`config.mk`:
```
export PLATFORM = sky130hd
export DESIGN_NAME = cial_queue
export DESIGN_NICKNAME = d
export VERILOG_FILES = /design/src/hw/rtl/cial_queue.sv
export SDC_FILE = /design/constraint.sdc
export NUM_CORES = 1
export LEC_CHECK = 0
export ABC_AREA = 1
export ABC_CLOCK_PERIOD_IN_PS = 2900
export BUFFER_PORTS_ARGS = -buffer_cell sky130_fd_sc_hd__buf_2
export CAP_MARGIN = 20
export CORE_MARGIN = 1.5
export CORE_UTILIZATION = 35
export CTS_CLUSTER_SIZE = 28
export DETAILED_ROUTE_END_ITERATION = 10
export GPL_TIMING_DRIVEN = 0
export SETUP_SLACK_MARGIN = 0.5
export SYNTH_ARGS = -nofsm -noshare
export SYNTH_HDL_FRONTEND = slang
export SYNTH_SLANG_ARGS = --single-unit
export TNS_END_PERCENT = 20
```
`constraint.sdc`:
```
create_clock -name clk -period 2.9 [get_ports clk]
set_clock_uncertainty 0.05 [all_clocks]
set_input_delay 0 -clock clk [delete_from_list [all_inputs] [get_ports clk]]
set_output_delay 0 -clock clk [all_outputs]
set_load 0.02 [all_outputs]
```
`src/hw/rtl/cial_queue.sv`:
```
// Short FIFO between the front end and the back end of the complex ALU.
// Holds packed classified transactions. Depends on nothing beyond itself.
`timescale 1ns / 1ps

module cial_queue #(
  parameter int WIDTH = 8
) (
  input  logic             clk,
  input  logic             rst,
  input  logic             push,
  input  logic [WIDTH-1:0] wdata,
  output logic             full,
  input  logic             pop,
  output logic [WIDTH-1:0] rdata,
  output logic             empty
);

  localparam int DEPTH = 4;
  localparam int PTR_W = $clog2(DEPTH);
  localparam int CNT_W = $clog2(DEPTH + 1);

  logic [WIDTH-1:0] mem [DEPTH];
  logic [PTR_W-1:0] wr_ptr;
  logic [PTR_W-1:0] rd_ptr;
  logic [CNT_W-1:0] count;
  logic             do_push;
  logic             do_pop;

  assign full    = (count == CNT_W'(DEPTH));
  assign empty   = (count == '0);
  assign do_push = push && !full;
  assign do_pop  = pop && !empty;
  assign rdata   = mem[rd_ptr];

  // Storage
  always_ff @(posedge clk) begin
    if (do_push) begin
      mem[wr_ptr] <= wdata;
    end
  end

  // Pointers and fill count
  always_ff @(posedge clk) begin
    if (rst) begin
      wr_ptr <= '0;
      rd_ptr <= '0;
      count  <= '0;
    end else begin
      if (do_push) begin
        wr_ptr <= wr_ptr + 1'b1;
      end
      if (do_pop) begin
        rd_ptr <= rd_ptr + 1'b1;
      end
      if (do_push && !do_pop) begin
        count <= count + 1'b1;
      end else if (do_pop && !do_push) begin
        count <= count - 1'b1;
      end
    end
  end

endmodule

```
==> results of run 1 <==
==> layout make-up <==
class	count	area share [%]
timing repair buffer	33	10.9
tap	54	3.27
sequential	41	55.2
clock buffer	8	4.36
buffer	2	1.09
multi-input combinational	85	22.0
inverter	18	3.27
==> synthesized netlist by cell type <==
cell type	number	area, sq um
edfxtp_1	32	961
nor2_1	30	113
inv_1	17	63.8
nand2_1	13	48.8
o21ai_0	13	65.1
dfxtp_1	9	180
o22ai_1	8	50.1
ha_1	5	62.6
nand3_1	4	20.0
a21oi_1	3	15.0
o21ai_2	3	26.3
buf_6	2	22.5
nand2_2	2	12.5
fa_1	1	20.0
inv_2	1	3.75
nand3b_1	1	7.51
o21ai_1	1	5.00
xor2_1	1	8.76
==> cells by family (layout without fill, tap and decap cells) <==
| logic type | Yosys count | count (layout) |
|---|---|---|
| compound gates | 28 | 28 |
| xor+xnor | 1 | 1 |
| fa+ha+maj | 6 | 6 |
| buf+inv | 20 | 61 |
| flops | 41 | 41 |
| simple gates | 50 | 50 |
==> registers in the layout, summed over array words and instances, names as in the netlist, named ones only <==
signal and count:
mem 32, count 3, rd_ptr 2, wr_ptr 2
==> timing repair <==
item | CTS | global route
hold buffers | 12 | 0
setup endpoints to repair | 0 | 0
hold endpoints to repair | 39 | 0
==> path summary, 6_finish.rpt <==
check | to | slack, ns | depth (start not counted)
min | mem[1][7]$_DFFE_PP_ | 0.42 | 2
min reg2reg | wr_ptr[1]$_SDFFE_PP0P_ | 0.48 | 2
max | count[1]$_SDFFE_PP0P_ | 0.90 | 9
max reg2reg | count[1]$_SDFFE_PP0P_ | 0.90 | 9
==> worst max-delay path: stages, from the launching register on <==
cell and delay, ns:
dfxtp_1 0.34, nor2_1 0.16, nand2_1 0.14, nand2_2 0.13
inv_1 0.09, ha_1 0.22, inv_1 0.09, fa_1 0.43
o21ai_0 0.19, nor2_1 0.06
==> through the flow <==
stage	util (%)	hold WS, ns
6_report	44.1	0.418
2_1_floorplan	-	0.0191
3_3_place_gp	39.6	0.160
5_1_grt	44.1	0.424
4_1_cts	44.1	0.412
3_5_place_dp	39.6	0.170
==> power groups by stage <==
stage | sequential (mW) | combinational [mW] | clock (mW)
2_1_floorplan | 0.774 | 0.386 | 0
3_3_place_gp | 0.786 | 0.519 | 0
3_5_place_dp | 0.792 | 0.548 | 0
4_1_cts | 0.780 | 0.569 | 0.382
5_1_grt | 0.789 | 0.627 | 0.405
6_report | 0.778 | 0.563 | 0.370
==> layer usage <==
layer | up-vias | global-route usage [%]
met1 | 536 | 16.2
li1 | 578 | -
met3 | 2 | 4.17
met2 | 29 | 25.1
met5 | - | 0
met4 | 0 | 4.40
==> summary.md, run 1 <==
| Metric | Value |
|---|---|
| Status | `complete, no violations` |
| Detailed Route Iter0 Violations | `54` |
| Final Cycle Share | `around 69%` |
| Lkg Pwr | `a little over 0.8 nW` |
| Largest family of logic cells by synthesized area | `simple AND/OR/NAND/NOR gates` |
| Slew Limit Fails | `0` |
| Final ANT Viol Nets | `0` |
| CTS root buffer | `clkbuf_8` |
| Routed wl met3 | `185 microns` |
| Clock sink count | `41` |
| IO Count | `22` |
| Initial antenna violation count | `0` |
| Multi-input combinational cell area | `~450 sq um` |
| Clk pwr share | `a little over a fifth` |
| Required time of the worst setup path | `~3.0 ns` |
| Least-Margin Pin Slew | `roughly 0.81 ns` |
| F_max | `approximately 500 MHz` |
| CP Class | `reg -> reg` |
| Switch share | `about a third` |
| Synthesized Nets | `roughly 160` |
| Xor-xnor portion of the synthesized cell area | `less than 1%` |
| Int Pwr | `about 1.1 mW` |
| Mux cell area share after synthesis | `0%` |
| Commonest non-fill, non-tap cell in the layout | `edfxtp_1` |
| Clk pin slew, worst setup/hold paths | `~0.07 ns` |
| Yosys reg bits | `~40` |
| Avg Vias per Cell | `about 4.8` |
| I/O Buffers | `21` |
| RSZ-0062 raised after global routing | `no` |
| Largest net degree at the start of global routing | `13` |
| Layout cells sized above 1 | `18.7%` |
| Startpoint Class | `flip-flop` |
| Logic pwr share | `between 30% and 40%` |
| DIE WIDTH | `roughly 72 microns` |
| Area after DPL | `1860 sq um` |
| DRC violations left | `0` |
| WL met2 | `1.81 mm` |
| Vias in the first global route | `1237` |
| Setup TNS | `0 ns` |
| Fin cells | `241` |
| # Post-CTS Setup Buffers | `0` |
| Worst r2r src | `count[1]$_SDFFE_PP0P_` |
| Post-synthesis adder-cell area fraction | `a little under 5%` |
| Total grt overflow | `0` |
| Clock Latency Late Sink | `about 0.28 ns` |
| Placed cells | `between 200 and 250` |
| Area delta synth->final | `22.7%` |
| Drt total wl | `3.38 mm` |
| Final worst slack | `roughly 0.9 ns` |
| Tmin final | `~2.0 ns` |
| FP Rows | `25` |
| Avg Cell Area, Syn | `~12 sq um` |
| Hpwl dp | `approximately 2.3 mm` |
| GP Congestion | `around 0.78` |
| Inserted Clock Buffers | `5` |
| Worst Setup End Kind | `flip-flop` |
| Register area share after synthesis | `slightly below 70%` |
| Total power | `1.71 mW` |
| Synth Area in Simple Gates | `12.0%` |
| Reg area | `between 1000 and 1500 sq um` |
| Critical path fanouts, max | `5` |
| Count of max-cap constraint violations | `0` |
| WL/cell | `14.0 microns` |
| Final hold vios | `0` |
| CORE AREA | `approximately 4700 sq um` |
| Clock Tree Buf Depth | `2` |
| Max rail drop VDD | `0.000442 V` |
| Cells after synthesis | `between 100 and 150` |
| Critical path arrival | `2.13 ns` |
| Initial cell density of the core | `between 30% and 40%` |
| Filler cells | `~460` |
| Worst Setup SP | `count[1]$_SDFFE_PP0P_` |
| Hold wc startpoint | `wdata[7]` |
| Unique masters post-synth | `18` |
| Power per standard cell area | `roughly 830 nW/um^2` |
| Antenna Cells | `0` |
| Die Area | `around 5200 sq um` |
| Global-route wire length before repair | `5.55 mm` |
| Synth warn | `0` |
| Vias post-DR | `approximately 1100` |
| H-tree Lvls | `2` |
| Sequential share of power | `between 40% and 50%` |
| Uppermost layer routed | `met4` |
| Compound-cell area share of the yosys netlist | `under 10%` |
| Design Area, Final | `between 2000 and 2500 sq um` |
| TritonCTS clock tree | `done` |
| DRT Pass-1 Iters | `4` |
| Pre-CTS WS | `roughly 0.9 ns` |
| Slew margin rel. | `a little under half` |
| Met1 WL | `roughly 1.4 mm` |
| Hold crit path type | `in -> reg` |
| Syn Std Cell Area | `1690 sq um` |
| Fin nets | `204` |
| Setup violators final | `0` |
| Total track usage | `14.1%` |
| Most frequent cells in the layout | `edfxtp_1, nor2_1, buf_2, inv_1` |
| NetSw | `between 0.5 and 0.6 mW` |
| Chip Height | `a little over 70 microns` |
| Resized cells post-CTS | `0` |
No activity file was read; power rests on OpenSTA's default activity.
==> run 2: changes to the inputs <==
ABC_CLOCK_PERIOD_IN_PS = 2100   (was 2900)
clock period = 2.1 ns   (was 2.9 ns; I/O delays follow)
==> run 2 against run 1 <==
  * Count of clock-buffer cells in the layout unchanged
  * Wire length shrank 0.89%
  * Combinational power grew 62%
  * Clock power grew 38%
  * Critical endpoint unchanged
  * Largest cell class unchanged
  * Largest power group unchanged
  * Highest routed layer unchanged
==> summary.md, run 2 (synthesized netlist as in run 1, its figures left out) <==
| Metric | Value |
|---|---|
| Status | `complete, no violations` |
| Largest net degree at the start of global routing | `13 (unchanged)` |
| Antenna Cells | `0 (unchanged)` |
| CP Class | `reg -> reg` |
| GR Util met2 | `24.3% (-0.82 points)` |
| Total grt overflow | `0 (unchanged)` |
| RSZ-0062 raised after global routing | `yes` |
| Initial cell density of the core | `35.9% (unchanged)` |
| Worst r2r src | `count[1]$_SDFFE_PP0P_` |
| Required time of the worst setup path | `2.23 ns (-0.80 ns)` |
| Worst Setup SP | `count[1]$_SDFFE_PP0P_` |
| Hpwl dp | `2.20 mm (-4.0%)` |
| CP top delay family | `adder cells` |
| Vias in the first global route | `1166 (-5.7%)` |
| Power per standard cell area | `1160 nW/um^2 (+40%)` |
| Number of flip-flops in the largest register | `32 (unchanged)` |
| Initial antenna violation count | `0 (unchanged)` |
| CTS root buffer | `clkbuf_8` |
| Setup TNS | `0 ns (unchanged)` |
| FP Rows | `25 (unchanged)` |
| Clock sink count | `41 (unchanged)` |
| Worst-path cell chain | `nor2_4, nand2_4, nand2_4, inv_2, ha_4, inv_2, fa_2, o21ai_2, nor2_1` |
| Worst Setup EP | `count[1]$_SDFFE_PP0P_` |
| DRT Pass-1 Iters | `4 (unchanged)` |
| Most frequent cells in the layout | `edfxtp_1, nor2_1, buf_2, inv_1, o21ai_0` |
| DIE WIDTH | `72.4 microns (unchanged)` |
| Setup violators final | `0 (unchanged)` |
| Drt total wl | `3.35 mm (-0.89%)` |
| Die Area | `5240 sq um (unchanged)` |
| Avg Vias per Cell | `4.86 (+2.4%)` |
| Critical path arrival | `1.85 ns (-0.28 ns)` |
| GR peak layer | `met2` |
| Max rail drop VDD | `0.000631 V (+43%)` |
| Met1 Usage GRT | `16.1% (-0.14 points)` |
| Slew margin rel. | `45.5% (-0.15 points)` |
| GP Congestion | `0.761 (-2.5%)` |
| Clock Tree Buf Depth | `2 (unchanged)` |
| Hold-critical path depth | `2 (unchanged)` |
| Least-Margin Pin Slew | `0.815 ns (+0.00220 ns)` |
| Slowest cell on crit path | `fa_2` |
| Hold Slack | `0.418 ns (-0.000253 ns)` |
| Total track usage | `13.8% (-0.31 points)` |
| F_max | `580 MHz (+16%)` |
| Commonest non-fill, non-tap cell in the layout | `edfxtp_1` |
| Area delta synth->final | `28.7%` |
| Final hold vios | `0 (unchanged)` |
| WL/cell | `13.7 microns (-2.1%)` |
| Worst path depth | `9 (unchanged)` |
| Vias post-DR | `1187 (+3.7%)` |
| Chip Height | `72.4 microns (unchanged)` |
| H-tree Lvls | `2 (unchanged)` |
| Slew Limit Fails | `0 (unchanged)` |
| Final Cycle Share | `82.2% (+13 points)` |
| Clk pin slew, worst setup/hold paths | `0.07 ns (about the same)` |
| CP max stage delay | `0.43 ns (about the same)` |
| CORE AREA | `4690 sq um (unchanged)` |
| Reg2reg end | `count[1]$_SDFFE_PP0P_` |
| Worst Reg-to-Reg Cells | `9 (unchanged)` |
| Count of max-cap constraint violations | `0 (unchanged)` |
| Detailed Route Iter0 Violations | `65 (+20%)` |
| Reg2Reg Setup Slack | `0.37 ns (-0.52 ns)` |
| Layout cells sized above 1 | `27.4% (+8.7 points)` |
| Tmin final | `1.73 ns (-0.275 ns)` |
| Inserted Clock Buffers | `5 (unchanged)` |
| Filler cells | `432 (-5.1%)` |
| Worst path bufs/invs | `2 (unchanged)` |
| Biggest register | `mem` |
| Final ANT Viol Nets | `0 (unchanged)` |
| Largest regs | `mem x32, count x3` |
| Worst Setup End Kind | `flip-flop` |
| Critical path fanouts, max | `3 (-2)` |
| Hold crit path type | `in -> reg` |
| Clock Latency Late Sink | `0.28 ns (about the same)` |
| Lkg Pwr | `0.857 nW (+4.4%)` |
| GR Layer Usage met3 | `4.03% (-0.14 points)` |
| Fin nets | `207 (+1.5%)` |
| TritonCTS clock tree | `done` |
| Global-route wire length before repair | `5.30 mm (-4.5%)` |
| DRC violations left | `0 (unchanged)` |
| Startpoint Class | `flip-flop` |
| IO Count | `22 (unchanged)` |
| I/O Buffers | `21 (unchanged)` |
-- run 2: timing repair --
item / CTS / global route
setup endpoints to repair: 34 / 34
gates resized for setup: 2 / 7
endpoints found under the hold margin: 39 / 0
hold buffers: 11 / 0
buffers inserted: 0 / 4
pin swaps: 0 / 6
-- run 2: worst min-delay path by stage --
stage | slack [ns] | from | end
2_1_floorplan | 0.01 | rst | count[0]$_SDFFE_PP0P_
3_3_place_gp | 0.16 | wdata[7] | mem[2][7]$_DFFE_PP_
3_5_place_dp | 0.17 | wdata[3] | mem[1][3]$_DFFE_PP_
4_1_cts | 0.40 | rst | count[0]$_SDFFE_PP0P_
5_1_grt | 0.43 | wdata[0] | mem[1][0]$_DFFE_PP_
6_report | 0.42 | wdata[3] | mem[1][3]$_DFFE_PP_
-- run 2: per-layer routing --
layer	routed length [microns]	vias up
met5	0	-
met2	1750	28
met1	1440	572
li1	-	585
met4	11	0
met3	148	2
-- run 2: layout make-up --
type                            instances  area, sq um  area share (%)
Buffer                                  2         22.5            1.04
Clock buffer                            8         90.1            4.15
Inverter                               18         67.6            3.11
Multi-Input combinational cell         85          515            23.8
Sequential cell                        41         1150            52.9
Tap cell                               54         67.6            3.11
Timing Repair Buffer                   36          258            11.9
-- run 2: where the power goes --
| group | internal (mW) | leakage (nW) | switching [mW] |
|---|---|---|---|
| logic | 0.363 | 0.443 | 0.550 |
| registers | 1.01 | 0.369 | 0.0881 |
| clock network | 0.268 | 0.0455 | 0.242 |
| total | 1.64 | 0.857 | 0.880 |
-- run 2: stage by stage --
stage	std cells	instance area (sq um)	setup slack (ns)	total power, mW	utilization, %
5_1_grt	244	2170	0.298	2.69	46.2
4_1_cts	240	2100	0.350	2.44	44.7
6_report	244	2170	0.375	2.52	46.2
2_1_floorplan	146	1720	0.452	1.66	-
3_3_place_gp	221	1890	0.398	1.86	40.3
3_5_place_dp	221	1890	0.346	1.90	40.3
==> run 3: changes to the inputs <==
ABC_AREA = 0   (was 1)
ABC_CLOCK_PERIOD_IN_PS = 1530   (was 2100)
clock period = 1.53 ns   (was 2.1 ns; I/O delays follow)
==> run 3 against run 2 <==
  * The run now ends with negative setup slack left
  * Count of clock-buffer cells in the layout is 3 lower
  * Sequential power is 37% higher
  * Via count is 25% lower
  * Cell count is 23% lower
  * Worst hold slack worse by 0.36 ns
  * First-iteration DRC count is 37% higher
  * Wire length is 20% lower
  * Utilization is 2.9 points higher
  * Highest routed layer unchanged
  * Largest power group unchanged
  * Maximum frequency is 9.2% lower
  * Register-to-register slack worse by 0.74 ns
  * Worst setup slack worse by 0.74 ns
  * Synthesized area is 3.9% lower
==> summary.md, run 3 <==
| Metric | Value |
|---|---|
| Mux cell area share after synthesis | `12.4% (+12 points)` |
| DRC violations left | `0 (unchanged)` |
| Setup violators final | `2 (+2)` |
| Worst path bufs/invs | `1 (-1)` |
| Final ANT Viol Nets | `0 (unchanged)` |
| Final Cycle Share | `124% (+42 points)` |
| Count of max-cap constraint violations | `0 (unchanged)` |
| Hpwl dp | `1.71 mm (-22%)` |
| Number of flip-flops in the largest register | `32 (unchanged)` |
| Xor-xnor portion of the synthesized cell area | `2.16% (+1.6 points)` |
| Clock Tree Buf Depth | `2 (unchanged)` |
| CTS root buffer | `clkbuf_8` |
| Failing checks | `negative setup slack` |
| Post-synth EDFFs | `32 (unchanged)` |
| Worst-path cell chain | `o31ai_4, ha_4, inv_2, fa_2, xor2_1, or3_1, a21oi_1` |
| Total power | `3.44 mW (+37%)` |
| Reg2Reg Setup Slack | `-0.37 ns (-0.74 ns)` |
| Initial cell density of the core | `36.7% (+0.79 points)` |
| Synthesized Nets | `108 (-34%)` |
| Largest family of logic cells by synthesized area | `multiplexers` |
| Yosys reg bits | `41 (unchanged)` |
| I/O Buffers | `20 (-4.8%)` |
| Reg2reg end | `count[2]$_SDFFE_PP0P_` |
| Antenna Cells | `0 (unchanged)` |
| Hold wc startpoint | `push` |
| Ys flop type | `edfxtp_1` |
| Hold crit path type | `in -> reg` |
| Synth Area in Simple Gates | `5.71% (-6.2 points)` |
| Hold-critical path depth | `4 (+2)` |
| Least-Margin Pin Slew | `0.346 ns (-0.469 ns)` |
| Post-Route Utilization | `49.2% (+2.9 points)` |
| RSZ-0062 raised after global routing | `yes` |
| Largest regs | `mem x32, count x3` |
| Multi-input combinational cell area | `504 sq um (-2.2%)` |
| Worst Reg-to-Reg Cells | `7 (-2)` |
| TritonCTS clock tree | `done` |
| Setup TNS | `-0.535 ns (-0.535 ns)` |
| Top-count cell post-synth | `edfxtp_1` |
| Vias in the first global route | `901 (-23%)` |
| Inserted Clock Buffers | `5 (unchanged)` |
| Yosys top cell by area | `edfxtp_1` |
| Worst hold path endpoint | `wr_ptr[0]$_SDFFE_PP0P_` |
| Critical path fanouts, max | `6 (+3)` |
| Synth warn | `0 (unchanged)` |
| Total track usage | `12.0% (-1.8 points)` |
| Reg area | `1150 sq um (+0.44%)` |
| Top cells by area, synth | `edfxtp_1, dfxtp_1, mux4_2` |
| Total grt overflow | `0 (unchanged)` |
| Avg Cell Area, Syn | `18.0 sq um (+56%)` |
| Filler cells | `388 (-10%)` |
| CP Class | `reg -> reg` |
| Final worst slack | `-0.369 ns (-0.744 ns)` |
| Tmin final | `1.90 ns (+0.174 ns)` |
| Drt total wl | `2.69 mm (-20%)` |
| Most frequent cells in the layout | `edfxtp_1, buf_6, buf_2, dlygate4sd3_1, mux4_2` |
| IO Count | `22 (unchanged)` |
| Lkg Pwr | `0.792 nW (-7.5%)` |
| Chip Height | `71.0 microns (-1.9%)` |
| Worst Setup End Kind | `flip-flop` |
| Layout cells sized above 1 | `45.2% (+18 points)` |
| Post-synthesis adder-cell area fraction | `5.10% (+0.20 points)` |
| Pre-CTS WS | `-0.486 ns (-0.831 ns)` |
| Slew margin rel. | `76.9% (+31 points)` |
| Compound-cell area share of the yosys netlist | `2.55% (-7.0 points)` |
| Area after DPL | `1820 sq um (-3.7%)` |
| Fin nets | `152 (-27%)` |
| CP max stage delay | `0.39 ns (-0.04 ns)` |
| CORE AREA | `4410 sq um (-5.9%)` |
| Clock sink count | `41 (unchanged)` |
| Detailed Route Iter0 Violations | `89 (+37%)` |
| Largest net degree at the start of global routing | `14 (+1)` |
| Status | `finished with violations` |
| DRT Pass-1 Iters | `3 (-1)` |
| Initial antenna violation count | `0 (unchanged)` |
| Vias post-DR | `891 (-25%)` |
| Max rail drop VDD | `0.000686 V (+8.8%)` |
| Top cells by count, synth | `edfxtp_1, dfxtp_1, mux4_2, ha_1, nor2_1` |
| GP Congestion | `0.709 (-6.7%)` |
| F_max | `527 MHz (-9.2%)` |
| Area delta synth->final | `34.0%` |
| Commonest non-fill, non-tap cell in the layout | `edfxtp_1` |
| Yosys top cell area share | `59.3% (+2.3 points)` |
| Slowest cell on crit path | `dfxtp_4` |
| Biggest register | `mem` |
| Clock Latency Late Sink | `0.29 ns (about the same)` |
| Die Area | `5050 sq um (-3.7%)` |
| FP Rows | `24 (-4.0%)` |
| Register area share after synthesis | `70.4% (+2.7 points)` |
| H-tree Lvls | `2 (unchanged)` |
| Required time of the worst setup path | `1.70 ns (-0.53 ns)` |
| Cells after synthesis | `90 (-38%)` |
| Power per standard cell area | `1590 nW/um^2 (+37%)` |
| Critical path arrival | `2.07 ns (+0.22 ns)` |
| Unique masters post-synth | `21 (+3)` |
| Global-route wire length before repair | `4.35 mm (-18%)` |
| Syn Std Cell Area | `1620 sq um (-3.9%)` |
| Avg Vias per Cell | `4.76 (-2.1%)` |
| Worst r2r src | `count[1]$_SDFFE_PP0P_` |
| Ys async rst share | `0% (unchanged)` |
| WL/cell | `14.4 microns (+5.0%)` |
| Design Area, Final | `2170 sq um (about the same)` |
| CP top delay family | `adder cells` |
| Startpoint Class | `flip-flop` |
| Slew Limit Fails | `0 (unchanged)` |
| Final hold vios | `0 (unchanged)` |
| Clk pin slew, worst setup/hold paths | `0.07 ns (about the same)` |
| DIE WIDTH | `71.0 microns (-1.9%)` |
[run 3: cell types whose count changed after synthesis, moves of 8 or more]
cell     delta
o22ai_1     -8
nand2_1    -13
inv_1      -13
mux4_2      +8
o21ai_0    -11
nor2_1     -25
[run 3: worst max path at each step]
| stage | start | to | slack [ns] | cells after the start |
|---|---|---|---|---|
| after CTS | count[2]$_SDFFE_PP0P_ | count[2]$_SDFFE_PP0P_ | -0.37 | 7 |
| after detailed placement | count[1]$_SDFFE_PP0P_ | count[2]$_SDFFE_PP0P_ | -0.49 | 7 |
| after global placement | count[1]$_SDFFE_PP0P_ | count[2]$_SDFFE_PP0P_ | -0.46 | 7 |
| after global routing | count[1]$_SDFFE_PP0P_ | count[2]$_SDFFE_PP0P_ | -0.46 | 7 |
| final | count[1]$_SDFFE_PP0P_ | count[2]$_SDFFE_PP0P_ | -0.37 | 7 |
| after floorplan | count[1]$_SDFFE_PP0P_ | count[2]$_SDFFE_PP0P_ | -0.38 | 7 |
[run 3: area by class of cell]
class                      count  area share [%]
buffer                         3            1.33
clock buffer                   5            3.17
clock inverter                 3           0.807
inverter                       4           0.692
multi-input combinational     42            23.2
sequential                    41            53.1
tap                           52            3.00
timing repair buffer          37            14.6
[run 3: stage by stage]
step / hold slack, ns / cells
global route: 0.0594 / 187
detailed placement: 0.174 / 162
CTS: 0.0582 / 185
floorplan: 0.0489 / 90
finish: 0.0535 / 187
global placement: 0.160 / 162
[run 3: per-layer routing]
layer / track usage, % / up-vias / share of wire [%] / routed length (microns)
met5: 0 / - / 0 / 0
met4: 4.40 / 0 / 1.4 / 37
met3: 5.41 / 7 / 5.3 / 142
met2: 21.2 / 22 / 54 / 1460
met1: 12.5 / 436 / 39 / 1060
li1: - / 426 / - / -
[run 3: worst register-to-register path, cell delays in order, from the launching register on]
cell     delay, ns
dfxtp_4       0.39
o31ai_4       0.29
ha_4          0.18
inv_2         0.03
fa_2          0.32
xor2_1        0.15
or3_1         0.30
a21oi_1       0.12
[run 3: power by group]
part	switching (mW)	internal, mW
combinational	0.565	0.705
sequential	0.115	1.37
clock	0.368	0.315
total	1.05	2.39
[run 3: cells by family after synthesis]
kind of cell | Yosys count
and+or+nand+nor | 16
muxes | 10
buffers and inverters | 7
AOI/OAI and AO/OA | 6
xor gates and xnor gates | 4
DFF | 41
adders and majority gates | 6
[run 3: timing repair]
item / CTS / global route
hold endpoints to repair: 34 / 0
pin swaps: 6 / 8
hold buffers: 9 / 0
setup buffers: 6 / 2
endpoints found under the setup margin: 51 / 51
gates resized for setup: 30 / 7
